$ cat src/crsd_pkg.sv
package crsd_pkg;

  // Linear surface address width; addresses wrap modulo 2**ADDR_BITS (16 to 32).
  localparam int ADDR_BITS = 24;

  localparam int PITCH_W    = 12;
  localparam int WIDTH_W    = 8;
  localparam int ROW_W      = 12;
  localparam int COORD_W    = 12;
  localparam int BYTE_W     = 8;
  localparam int RUN_W      = 7;
  localparam int CFG_DATA_W = 12;
  localparam int CFG_IDX_W  = 2;
  localparam int PROD_W     = PITCH_W + ROW_W;

  localparam logic [PITCH_W-1:0] PITCH_RESET       = PITCH_W'(768);
  localparam logic [WIDTH_W-1:0] WIDTH_RESET       = WIDTH_W'(22);
  localparam logic [ROW_W-1:0]   CLIP_TOP_RESET    = ROW_W'(0);
  localparam logic [ROW_W-1:0]   CLIP_BOTTOM_RESET = ROW_W'(4095);

  typedef enum logic [CFG_IDX_W-1:0] {
    CFG_ROW_PITCH    = 2'd0,
    CFG_SPRITE_WIDTH = 2'd1,
    CFG_CLIP_TOP     = 2'd2,
    CFG_CLIP_BOTTOM  = 2'd3
  } cfg_index_t;

  typedef enum logic [1:0] {
    PH_CTRL    = 2'd0,
    PH_LIT     = 2'd1,
    PH_SWALLOW = 2'd2
  } phase_t;

  // Configuration as seen by the decoder, with the clip bounds already
  // turned into addresses.
  typedef struct packed {
    logic [PITCH_W-1:0]   row_pitch;
    logic [WIDTH_W-1:0]   sprite_width;
    logic [ADDR_BITS-1:0] clip_lo;
    logic [ADDR_BITS-1:0] clip_hi;
  } cfg_t;

  // One sprite byte after the input register; base holds start_y * row_pitch.
  typedef struct packed {
    logic [BYTE_W-1:0]    data_byte;
    logic                 letter_start;
    logic [COORD_W-1:0]   start_x;
    logic [ADDR_BITS-1:0] base;
  } item_t;

  // Product reduced or extended to the address width.
  function automatic logic [ADDR_BITS-1:0] fit_addr(input logic [PROD_W-1:0] p);
    logic [ADDR_BITS+PROD_W-1:0] wide;
    wide = {{ADDR_BITS{1'b0}}, p};
    return wide[ADDR_BITS-1:0];
  endfunction

endpackage

$ cat src/crsd_cfg_regs.sv
module crsd_cfg_regs (
  input  logic                              clk,
  input  logic                              rst,
  input  logic                              cfg_write,
  input  logic [crsd_pkg::CFG_IDX_W-1:0]    cfg_index,
  input  logic [crsd_pkg::CFG_DATA_W-1:0]   cfg_data,
  output crsd_pkg::cfg_t                    cfg
);

  logic [crsd_pkg::PITCH_W-1:0]   row_pitch, row_pitch_next;
  logic [crsd_pkg::WIDTH_W-1:0]   sprite_width, sprite_width_next;
  logic [crsd_pkg::ROW_W-1:0]     clip_top_row, clip_top_row_next;
  logic [crsd_pkg::ROW_W-1:0]     clip_bottom_row, clip_bottom_row_next;
  logic [crsd_pkg::ADDR_BITS-1:0] clip_lo, clip_hi;
  logic [crsd_pkg::PROD_W-1:0]    lo_prod, hi_prod;

  always_comb begin
    row_pitch_next       = row_pitch;
    sprite_width_next    = sprite_width;
    clip_top_row_next    = clip_top_row;
    clip_bottom_row_next = clip_bottom_row;
    if (cfg_write) begin
      unique case (crsd_pkg::cfg_index_t'(cfg_index))
        crsd_pkg::CFG_ROW_PITCH:    row_pitch_next       = cfg_data[crsd_pkg::PITCH_W-1:0];
        crsd_pkg::CFG_SPRITE_WIDTH: sprite_width_next    = cfg_data[crsd_pkg::WIDTH_W-1:0];
        crsd_pkg::CFG_CLIP_TOP:     clip_top_row_next    = cfg_data[crsd_pkg::ROW_W-1:0];
        crsd_pkg::CFG_CLIP_BOTTOM:  clip_bottom_row_next = cfg_data[crsd_pkg::ROW_W-1:0];
        default: ;
      endcase
    end
  end

  // The bounds follow the register values written in the same cycle, so they
  // are valid as soon as the write has landed.
  assign lo_prod = clip_top_row_next * row_pitch_next;
  assign hi_prod = clip_bottom_row_next * row_pitch_next;

  always_ff @(posedge clk) begin
    if (rst) begin
      row_pitch       <= crsd_pkg::PITCH_RESET;
      sprite_width    <= crsd_pkg::WIDTH_RESET;
      clip_top_row    <= crsd_pkg::CLIP_TOP_RESET;
      clip_bottom_row <= crsd_pkg::CLIP_BOTTOM_RESET;
      clip_lo         <= crsd_pkg::fit_addr(crsd_pkg::CLIP_TOP_RESET * crsd_pkg::PITCH_RESET);
      clip_hi         <= crsd_pkg::fit_addr(crsd_pkg::CLIP_BOTTOM_RESET * crsd_pkg::PITCH_RESET);
    end else begin
      row_pitch       <= row_pitch_next;
      sprite_width    <= sprite_width_next;
      clip_top_row    <= clip_top_row_next;
      clip_bottom_row <= clip_bottom_row_next;
      clip_lo         <= crsd_pkg::fit_addr(lo_prod);
      clip_hi         <= crsd_pkg::fit_addr(hi_prod);
    end
  end

  assign cfg.row_pitch    = row_pitch;
  assign cfg.sprite_width = sprite_width;
  assign cfg.clip_lo      = clip_lo;
  assign cfg.clip_hi      = clip_hi;

endmodule

$ cat src/crsd_in_stage.sv
module crsd_in_stage (
  input  logic                              clk,
  input  logic                              rst,
  input  logic                              in_valid,
  output logic                              in_ready,
  input  logic [crsd_pkg::BYTE_W-1:0]       data_byte,
  input  logic                              letter_start,
  input  logic [crsd_pkg::COORD_W-1:0]      start_x,
  input  logic [crsd_pkg::COORD_W-1:0]      start_y,
  input  logic [crsd_pkg::PITCH_W-1:0]      row_pitch,
  input  logic                              s1_take,
  output logic                              s1_valid,
  output crsd_pkg::item_t                   s1_item
);

  logic [crsd_pkg::PROD_W-1:0] row_base;
  logic                        accept;

  assign in_ready = !s1_valid || s1_take;
  assign accept   = in_valid && in_ready;
  assign row_base = start_y * row_pitch;

  always_ff @(posedge clk) begin
    if (rst) begin
      s1_valid <= 1'b0;
    end else if (accept) begin
      s1_valid <= 1'b1;
    end else if (s1_take) begin
      s1_valid <= 1'b0;
    end
  end

  always_ff @(posedge clk) begin
    if (accept) begin
      s1_item.data_byte    <= data_byte;
      s1_item.letter_start <= letter_start;
      s1_item.start_x      <= start_x;
      s1_item.base         <= crsd_pkg::fit_addr(row_base);
    end
  end

endmodule

$ cat src/crsd_core.sv
module crsd_core (
  input  logic                               clk,
  input  logic                               rst,
  input  crsd_pkg::cfg_t                     cfg,
  input  logic                               s1_valid,
  input  crsd_pkg::item_t                    s1_item,
  output logic                               s1_take,
  output logic                               out_valid,
  input  logic                               out_ready,
  output logic [crsd_pkg::ADDR_BITS-1:0]     pixel_address,
  output logic [crsd_pkg::BYTE_W-1:0]        pixel_value
);

  localparam int AW = crsd_pkg::ADDR_BITS;

  crsd_pkg::phase_t             phase, phase_next;
  logic [crsd_pkg::RUN_W-1:0]   run_remaining, run_remaining_next;
  logic [AW-1:0]                write_address, write_address_next;
  logic [crsd_pkg::WIDTH_W-1:0] row_pixels_left, row_pixels_left_next;
  logic                         emit;

  // Values after the optional start load.
  crsd_pkg::phase_t             ph0;
  logic [crsd_pkg::RUN_W-1:0]   rr0;
  logic [AW-1:0]                a0;
  logic [crsd_pkg::WIDTH_W-1:0] rpl0;

  logic [crsd_pkg::BYTE_W-1:0]  ctrl;
  logic [crsd_pkg::BYTE_W-1:0]  step_n;
  logic [AW-1:0]                a_adv, a_row;
  logic                         row_end;
  logic                         clipped;
  logic [crsd_pkg::RUN_W-1:0]   rr_dec;

  assign s1_take = s1_valid && (!out_valid || out_ready);
  assign ctrl    = s1_item.data_byte;

  always_comb begin
    if (s1_item.letter_start) begin
      a0   = s1_item.base + {{(AW-crsd_pkg::COORD_W){1'b0}}, s1_item.start_x};
      rpl0 = cfg.sprite_width;
      ph0  = crsd_pkg::PH_CTRL;
      rr0  = '0;
    end else begin
      a0   = write_address;
      rpl0 = row_pixels_left;
      ph0  = phase;
      rr0  = run_remaining;
    end
  end

  // A literal pixel steps by one; a negative control skips its magnitude;
  // a clipped positive control skips the whole run.
  always_comb begin
    if (ph0 == crsd_pkg::PH_LIT) begin
      step_n = crsd_pkg::BYTE_W'(1);
    end else if (ctrl[crsd_pkg::BYTE_W-1]) begin
      step_n = -ctrl;
    end else begin
      step_n = ctrl;
    end
  end

  assign a_adv   = a0 + {{(AW-crsd_pkg::BYTE_W){1'b0}}, step_n};
  assign a_row   = a_adv - {{(AW-crsd_pkg::PITCH_W){1'b0}}, cfg.row_pitch}
                         - {{(AW-crsd_pkg::WIDTH_W){1'b0}}, cfg.sprite_width};
  assign row_end = (step_n >= rpl0);
  assign clipped = (a0 < cfg.clip_lo) || (a0 > cfg.clip_hi);
  assign rr_dec  = rr0 - crsd_pkg::RUN_W'(1);

  always_comb begin
    phase_next           = ph0;
    run_remaining_next   = rr0;
    write_address_next   = a0;
    row_pixels_left_next = rpl0;
    emit                 = 1'b0;
    unique case (ph0)
      crsd_pkg::PH_LIT: begin
        emit               = 1'b1;
        run_remaining_next = rr_dec;
        if (rr_dec == '0) begin
          phase_next = crsd_pkg::PH_CTRL;
        end
        write_address_next   = row_end ? a_row : a_adv;
        row_pixels_left_next = row_end ? cfg.sprite_width : rpl0 - step_n;
      end
      crsd_pkg::PH_SWALLOW: begin
        run_remaining_next = rr_dec;
        if (rr_dec == '0) begin
          phase_next = crsd_pkg::PH_CTRL;
        end
      end
      crsd_pkg::PH_CTRL: begin
        if (ctrl[crsd_pkg::BYTE_W-1]) begin
          write_address_next   = row_end ? a_row : a_adv;
          row_pixels_left_next = row_end ? cfg.sprite_width : rpl0 - step_n;
        end else if (ctrl != '0) begin
          run_remaining_next = ctrl[crsd_pkg::RUN_W-1:0];
          if (clipped) begin
            phase_next           = crsd_pkg::PH_SWALLOW;
            write_address_next   = row_end ? a_row : a_adv;
            row_pixels_left_next = row_end ? cfg.sprite_width : rpl0 - step_n;
          end else begin
            phase_next = crsd_pkg::PH_LIT;
          end
        end
      end
      default: begin
        phase_next = crsd_pkg::PH_CTRL;
      end
    endcase
  end

  always_ff @(posedge clk) begin
    if (rst) begin
      phase           <= crsd_pkg::PH_CTRL;
      run_remaining   <= '0;
      write_address   <= '0;
      row_pixels_left <= '0;
      out_valid       <= 1'b0;
    end else begin
      if (s1_take) begin
        phase           <= phase_next;
        run_remaining   <= run_remaining_next;
        write_address   <= write_address_next;
        row_pixels_left <= row_pixels_left_next;
        out_valid       <= emit;
      end else if (out_ready) begin
        out_valid <= 1'b0;
      end
    end
  end

  always_ff @(posedge clk) begin
    if (s1_take && emit) begin
      pixel_address <= a0;
      pixel_value   <= ctrl;
    end
  end

endmodule

$ cat src/clipped_rle_sprite_decoder_unit.sv
// Transparent run-length sprite decoder with a row clip window. Each input
// transfer carries one sprite byte; a byte with letter_start set begins a new
// sprite at start_y * row_pitch + start_x and is read as a control byte.
// Negative controls skip pixels, a positive control n announces n literal
// pixels, each of which leaves as one output transfer (pixel_address,
// pixel_value); control bytes and swallowed pixels give no output. A run whose
// control byte finds the address outside the clip window is swallowed and the
// address advances as for a skip. The block takes one byte per clock cycle
// while its results are taken; a byte passes through the input register and
// then the decode stage into the output register: start_y * row_pitch is
// formed on the way into the input register, and when the decode stage
// takes the byte it updates the address, row count and run state and loads
// the output register. When the output register holds a result that is not
// taken, the decode stage waits and in_ready falls once the input register
// is full as well. Configuration writes take effect at once and must only be
// made while no byte is in flight.
module clipped_rle_sprite_decoder_unit (
  input  logic                              clk,
  input  logic                              rst,
  // Configuration write port
  input  logic                              cfg_write,
  input  logic [crsd_pkg::CFG_IDX_W-1:0]    cfg_index,
  input  logic [crsd_pkg::CFG_DATA_W-1:0]   cfg_data,
  // Sprite byte channel
  input  logic                              in_valid,
  output logic                              in_ready,
  input  logic [crsd_pkg::BYTE_W-1:0]       data_byte,
  input  logic                              letter_start,
  input  logic [crsd_pkg::COORD_W-1:0]      start_x,
  input  logic [crsd_pkg::COORD_W-1:0]      start_y,
  // Pixel write channel
  output logic                              out_valid,
  input  logic                              out_ready,
  output logic [crsd_pkg::ADDR_BITS-1:0]    pixel_address,
  output logic [crsd_pkg::BYTE_W-1:0]       pixel_value
);

  crsd_pkg::cfg_t  cfg;
  crsd_pkg::item_t s1_item;
  logic            s1_valid;
  logic            s1_take;

  // Register file; the clip bounds are kept as ready-made addresses so the
  // decode stage only compares.
  crsd_cfg_regs u_cfg (
    .clk       (clk),
    .rst       (rst),
    .cfg_write (cfg_write),
    .cfg_index (cfg_index),
    .cfg_data  (cfg_data),
    .cfg       (cfg)
  );

  // Input register; it frees itself whenever the decode stage takes its byte.
  crsd_in_stage u_in (
    .clk          (clk),
    .rst          (rst),
    .in_valid     (in_valid),
    .in_ready     (in_ready),
    .data_byte    (data_byte),
    .letter_start (letter_start),
    .start_x      (start_x),
    .start_y      (start_y),
    .row_pitch    (cfg.row_pitch),
    .s1_take      (s1_take),
    .s1_valid     (s1_valid),
    .s1_item      (s1_item)
  );

  // Decode stage holding the sprite state and the output register.
  crsd_core u_core (
    .clk           (clk),
    .rst           (rst),
    .cfg           (cfg),
    .s1_valid      (s1_valid),
    .s1_item       (s1_item),
    .s1_take       (s1_take),
    .out_valid     (out_valid),
    .out_ready     (out_ready),
    .pixel_address (pixel_address),
    .pixel_value   (pixel_value)
  );

endmodule

$ cat config.mk
export PLATFORM = sky130hd
export DESIGN_NAME = clipped_rle_sprite_decoder_unit
export DESIGN_NICKNAME = d
export VERILOG_FILES = /design/src/crsd_pkg.sv /design/src/crsd_cfg_regs.sv /design/src/crsd_in_stage.sv /design/src/crsd_core.sv /design/src/clipped_rle_sprite_decoder_unit.sv
export SDC_FILE = /design/constraint.sdc
export NUM_CORES = 2
export LEC_CHECK = 0
export ABC_AREA = 1
export BUFFER_PORTS_ARGS = -buffer_cell sky130_fd_sc_hd__buf_2
export CAP_MARGIN = 20
export CORE_UTILIZATION = 35
export CTS_CLUSTER_DIAMETER = 200
export DETAILED_ROUTE_END_ITERATION = 8
export GPL_TIMING_DRIVEN = 0
export SYNTH_ARGS = -nofsm -noshare
export SYNTH_HDL_FRONTEND = slang
export SYNTH_SLANG_ARGS = --single-unit
$ cat constraint.sdc
create_clock -name clk -period 7.25 [get_ports clk]
set_input_delay 0 -clock clk [delete_from_list [all_inputs] [get_ports clk]]
set_output_delay 0 -clock clk [all_outputs]
set_load 0.05 [all_outputs]
Word level (Yosys, flattened, before mapping). Index checks and enable logic that the tools add are counted.

$add $sub $neg: 7. Multipliers: 3. Order comparisons: 3. Equality and inequality tests: 5. Muxes and demuxes: 35. Reductions and logical operators: 16.

Operators by type and width (number): 24-bit two-way mux (5); 12-bit by 12-bit multiplier with 24-bit output (3); 12-bit two-way mux (6); 8-bit two-way mux (7); 24-bit case mux with 2 select lines (1); 24-bit by 12-bit adder with 24-bit output (1); 24-bit by 8-bit adder with 24-bit output (1); 24-bit > comparator (1); 24-bit < comparator (1); 24-bit by 12-bit subtractor with 24-bit output (1); 24-bit by 8-bit subtractor with 24-bit output (1); 7-bit two-way mux (3); 8-bit case mux with 2 select lines (1); 7-bit case mux with 2 select lines (1); 2-bit two-way mux (5); 8-bit >= comparator (1); 8-bit negation (1); 8-bit nonzero test (1); 8-bit subtractor (1); 7-bit zero test (1); 7-bit by 1-bit subtractor with 7-bit output, second input constant (1); 2-bit equality test, second input constant (3); 1-bit two-way mux (5); 2-bit by 1-bit equality test with 1-bit output, second input constant (2); 8 further kinds (15).

Flip-flop bits (word level): 212. Input port bits: 52.

Depth between registers and ports, before layout.
Depth after elaboration: 11. Mapped depth: 39.

By module. A second synthesis with hierarchy kept.

Cells, all modules: 3853. Area, all modules: 28125.7 um^2.

By module, submodules not included: crsd_cfg_regs (instances 1, cells each 1679, area an instance 12659.6 um^2); crsd_core (instances 1, cells each 1395, area an instance 9014.9 um^2); crsd_in_stage (instances 1, cells each 779, area an instance 6451.2 um^2).

Worst setup path before layout. Ideal clock, no wire load.

Path type: input-to-reg. Start point: input cfg_write. End point: register u_cfg.clip_hi[20] in the netlist's numbering. Setup time: 0.119 ns. Arrival time: 5.784 ns. Setup slack: 1.347 ns. Stages: 32. Buffers on the path: 3. Cell sequence: inv_1 -> nor2_1 -> nand2_1 -> clkbuf_1 -> clkbuf_1 -> nand2_1 -> o21ai_1 -> clkinv_1 -> clkbuf_1 -> nand2_1 -> fa_1 -> fa_1 -> inv_1 -> fa_1 -> inv_1 -> fa_1 -> inv_1 -> fa_1 -> ha_1 -> nand2_1 -> nor2_1 -> nand2_1 -> o211ai_1 -> a31oi_1 -> o21ai_0 -> inv_1 -> o21ai_0 -> a21oi_1 -> nor2_1 -> nor2_1 -> o21ai_0 -> a21oi_1.

Word-level cells in the longest chain between the ends: 2.

Ends and longest elaborated chain: start: declaration (RTL line clipped_rle_sprite_decoder_unit.sv:21) `input logic cfg_write,`; 12-bit two-way mux (RTL line crsd_cfg_regs.sv:22) `if (cfg_write) begin`; 12-bit by 12-bit multiplier with 24-bit output * (RTL line crsd_cfg_regs.sv:36) `assign hi_prod = clip_bottom_row_next * row_pitch_next;`; end signal: assignment (RTL line crsd_cfg_regs.sv:45) `clip_hi <= crsd_pkg::fit_addr(crsd_pkg::CLIP_BOTTOM_RESET * crsd_pkg::PITCH_RESET);`; end signal: assignment (RTL line crsd_cfg_regs.sv:52) `clip_hi <= crsd_pkg::fit_addr(hi_prod);`; end: declaration (RTL line crsd_cfg_regs.sv:14) `logic [crsd_pkg::ADDR_BITS-1:0] clip_lo, clip_hi;`.

Every way passes the cells marked *; elsewhere a longest branch is shown, timed or not. A chain may end at the register's enable or synchronous reset.

Final worst setup path.
Start point: register u_cfg.row_pitch[10] in the netlist's numbering. End point: register u_cfg.clip_lo[23] in the netlist's numbering.

Word-level cells in the longest chain between the ends: 3.

Ends and longest elaborated chain: start: declaration (RTL line crsd_cfg_regs.sv:10) `logic [crsd_pkg::PITCH_W-1:0] row_pitch, row_pitch_next;`; start signal: assignment (RTL line crsd_cfg_regs.sv:40) `row_pitch <= crsd_pkg::PITCH_RESET;`; start signal: assignment (RTL line crsd_cfg_regs.sv:47) `row_pitch <= row_pitch_next;`; 12-bit two-way mux (RTL line crsd_cfg_regs.sv:23) `unique case (crsd_pkg::cfg_index_t'(cfg_index))`; 12-bit two-way mux * (RTL line crsd_cfg_regs.sv:22); 12-bit by 12-bit multiplier with 24-bit output * (RTL line crsd_cfg_regs.sv:35) `assign lo_prod = clip_top_row_next * row_pitch_next;`; end signal: assignment (RTL line crsd_cfg_regs.sv:44) `clip_lo <= crsd_pkg::fit_addr(crsd_pkg::CLIP_TOP_RESET * crsd_pkg::PITCH_RESET);`; end signal: assignment (RTL line crsd_cfg_regs.sv:51) `clip_lo <= crsd_pkg::fit_addr(lo_prod);`; end: declaration (RTL line crsd_cfg_regs.sv:14).

Marks and branches as above.

==> metrics.md <==
| Metric | Value |
|---|---|
| Cells after DPL | 4483 |
| Vias in the first global route | 22400 |
| Seq/Total Area, Yosys | 19.1% |
| Ys Warns | 0 |
| Max-slew headroom | 22.5% |
| Cell Area, Placed | 28000 um^2 |
| Total power | 9.08 mW |
| CTS tree | built |
| Syn avg cell area | 7.68 um^2 |
| Diodes inserted | 0 |
| Final period utilization | 95.1% |
| Pre-CTS WS | -0.655 ns |
| Yosys reg bits | 212 |
| Hold crit path type | primary input to register |
| Vias | 22500 |
| Via density | 4.92 |
| Startpoint type of the worst setup path | register |
| Synthesized net count | 4068 |
| Cell Area, Synth | 26300 um^2 |
| Share of post-route cells with drive strength above 1 | 7.33% |
| FMAX | 145 MHz |
| Final hold vios | 0 |
| Synth Area in Compound Gates | 9.54% |
| Layout Cells excl Fill | 4572 |
| Antenna violations before repair | 0 |
| Initial DRC count | 1561 |
| Worst Hold Depth | 4 |
| I/O Buffers | 84 |
| Largest family of logic cells by synthesized area | adder cells |
| DR WL/cell | 17.2 um |
| Synthesis-to-finish area growth | 11.8% |
| Post-Synthesis Cells | 3421 |
| Die width | 276 um |
| Simple-Gate Fraction of Synth Area | 20.5% |
| Status | complete, no violations |
| H-tree depth | 1 |
| Static leakage | 15.0 nW |
| Crit Path Max Fanout | 10 |
| Worst setup margin | 0.353 ns |
| Reg2Reg Depth | 27 |
| Arr. time, crit path | 7.36 ns |
| Worst-path clk slew | 0.07 ns |
| Final net count | 4231 |
| Gr usage total | 20.9% |
| Async SR Flop Fraction | 0% |
| Row cnt | 100 |
| Cts bufs inserted | 25 |
| CP Data Required Time | 7.71 ns |
| Fin util | 39.5% |
| CTS Sinks | 212 |
| Top FF cell, synth | dfxtp_1 |
| Clock Path Buffers | 3 |
| Fillers | 7748 |
| Worst Max-Slew Pin Slew | 1.16 ns |
| Aggregate global routing overflow | 0 |
| Setup-failing EPs final | 0 |
| Die area | 76200 um^2 |
| Die height | 276 um |
| Drt pass-1 iters | 5 |
| Tmin final | 6.90 ns |
| Clock latency on the worst-skew pair | 0.58 ns |
| Core area | 74300 um^2 |
| Root Buffer | clkbuf_16 |
| GPL Wtd Cong | 0.949 |
| Pwr Density | 309 nW/um^2 |
| Starting Density | 35.4% |
| Half-perimeter wire length after placement | 63600 um |
| RSZ-0062 raised after global routing | no |
| Final wirelength | 78700 um |
| Global-route wire length before repair | 125000 um |
| # IOs | 86 |
| EDFF count, synth | 77 |
| Worst vdd rail ir drop | 308 uV |
| Xor and xnor area share after synthesis | 2.20% |
| Max-cap violations | 0 |
| Number of distinct library cells after synthesis | 54 |
| CP Capture Type | register |
| Final instance area | 29400 um^2 |
| Reg-to-reg slack, setup | 0.35 ns |
| Clock skew | 0.0329 ns |
| Post-Synth Adder-Cell Area | 37.2% |
| DRC | 0 |
| Routed Antenna Nets | 0 |
| Largest net degree at the start of global routing | 38 |
| CP Class | register to register |
| Mux contribution to synthesized area | 0% |
| Slew Limit Fails | 0 |
[worst paths after layout]
check / start / to
worst min-delay path: cfg_index[0] / u_cfg.sprite_width[5]
worst min register to register: u_core.run_remaining[0] / u_core.run_remaining[0]
worst max-delay path: u_cfg.row_pitch[10] / u_cfg.clip_lo[23]
worst max register to register: u_cfg.row_pitch[10] / u_cfg.clip_lo[23]
[routing by layer]
metal  global-route usage [%]  vias to the layer above  wire length (um)
li1                         -                    11000                 -
met1                     27.4                    10700             33800
met2                     35.9                      662             37500
met3                     2.25                      132              4600
met4                     6.75                        0              2740
met5                        0                        -                 0
[power by group]
part           switching (mW)  leakage (nW)  internal, mW  total, mW
sequential              0.133          1.85          1.48       1.61
clock                   0.598         0.413         0.759       1.36
combinational            3.85          12.7          2.26       6.11
[cells in the final DEF (no fill, tap or decap), drive strengths merged, types with 26 or more instances in the layout]
master	synthesis	routed
dlygate4sd3	0	43
dfxtp	135	135
buf	9	106
a21oi	174	174
o211ai	26	26
nand4	30	30
edfxtp	77	77
nand3	105	105
fa	311	311
ha	284	284
nor2	256	256
nand2	848	848
clkbuf	81	102
xor2	38	38
inv	701	708
xnor2	28	28
o21ai	173	173
[logic make-up (layout without fill, tap and decap cells)]
family | after synthesis | in the layout
compound gates | 447 | 447
xor+xnor | 66 | 66
fa+ha+maj | 595 | 595
buf+inv | 804 | 986
flops | 212 | 212
simple gates | 1297 | 1297
[flip-flops by register name, indices dropped and copies added, names as in the netlist, 2 cells and up]
| signal | count |
|---|---|
| u_core.run_remaining | 7 |
| u_core.row_pixels_left | 8 |
| u_cfg.clip_hi | 24 |
| u_cfg.clip_top_row | 12 |
| u_core.pixel_value | 8 |
| u_core.pixel_address | 24 |
| u_cfg.row_pitch | 12 |
| u_cfg.clip_bottom_row | 12 |
| u_cfg.clip_lo | 24 |
| u_core.write_address | 24 |
| u_in.s1_item | 45 |
| u_cfg.sprite_width | 8 |
| u_core.phase | 2 |
[Yosys cell counts (28+ instances only)]
cell	n	area, um^2
a21oi_1	168	841
clkbuf_1	81	304
dfxtp_1	135	2700
edfxtp_1	77	2310
fa_1	311	6230
ha_1	284	3550
inv_1	693	2600
nand2_1	820	3080
nand3_1	99	495
nand4_1	30	188
nor2_1	238	893
o21ai_0	143	716
o21ai_1	29	145
xnor2_1	28	245
xor2_1	38	333
[timing repair]
| item | in CTS | in global routing |
|---|---|---|
| buffers inserted | 0 | 3 |
| hold endpoints to repair | 44 | 1 |
| setup endpoints to repair | 4 | 20 |
| pin swaps | 0 | 0 |
| resized for setup | 5 | 22 |
| hold buffers | 42 | 1 |
[through the flow]
step	hold slack [ns]	setup TNS, ns
after floorplan	0.0989	0
after global placement	0.178	-6.39
after detailed placement	0.179	-3.65
after global routing	0.137	0
final	0.106	0
after CTS	0.0117	0
[worst max-delay path, stage by stage (launching register included)]
cell      delay (ns)
dfxtp_1         0.45
or2_2           0.36
o21ai_2         0.18
buf_6           0.20
clkinv_1        0.30
clkbuf_1        0.40
nand2_1         0.18
fa_1            0.44
fa_1            0.47
fa_1            0.50
inv_1           0.05
fa_1            0.48
inv_1           0.05
fa_1            0.49
inv_1           0.05
ha_1            0.35
nand2_1         0.08
o21ai_0         0.22
a21oi_2         0.08
o21ai_0         0.34
a21boi_0        0.21
o21ai_0         0.24
nand2_1         0.08
inv_1           0.07
o21ai_0         0.07
nand2_1         0.08
o21ai_0         0.07
a21oi_1         0.26
[final cells by class]
cell class / instances / area, um^2 / area share (%)
repair buffers: 141 / 981 / 3.34
well taps: 969 / 1210 / 4.13
inverters: 714 / 2700 / 9.17
clock buffers: 25 / 626 / 2.13
clock inverters: 21 / 240 / 0.818
multi-input cells: 2405 / 18300 / 62.2
flip-flops and latches: 212 / 5010 / 17.1
plain buffers: 85 / 334 / 1.14
Note: power is estimated with default switching activity, not from simulation.
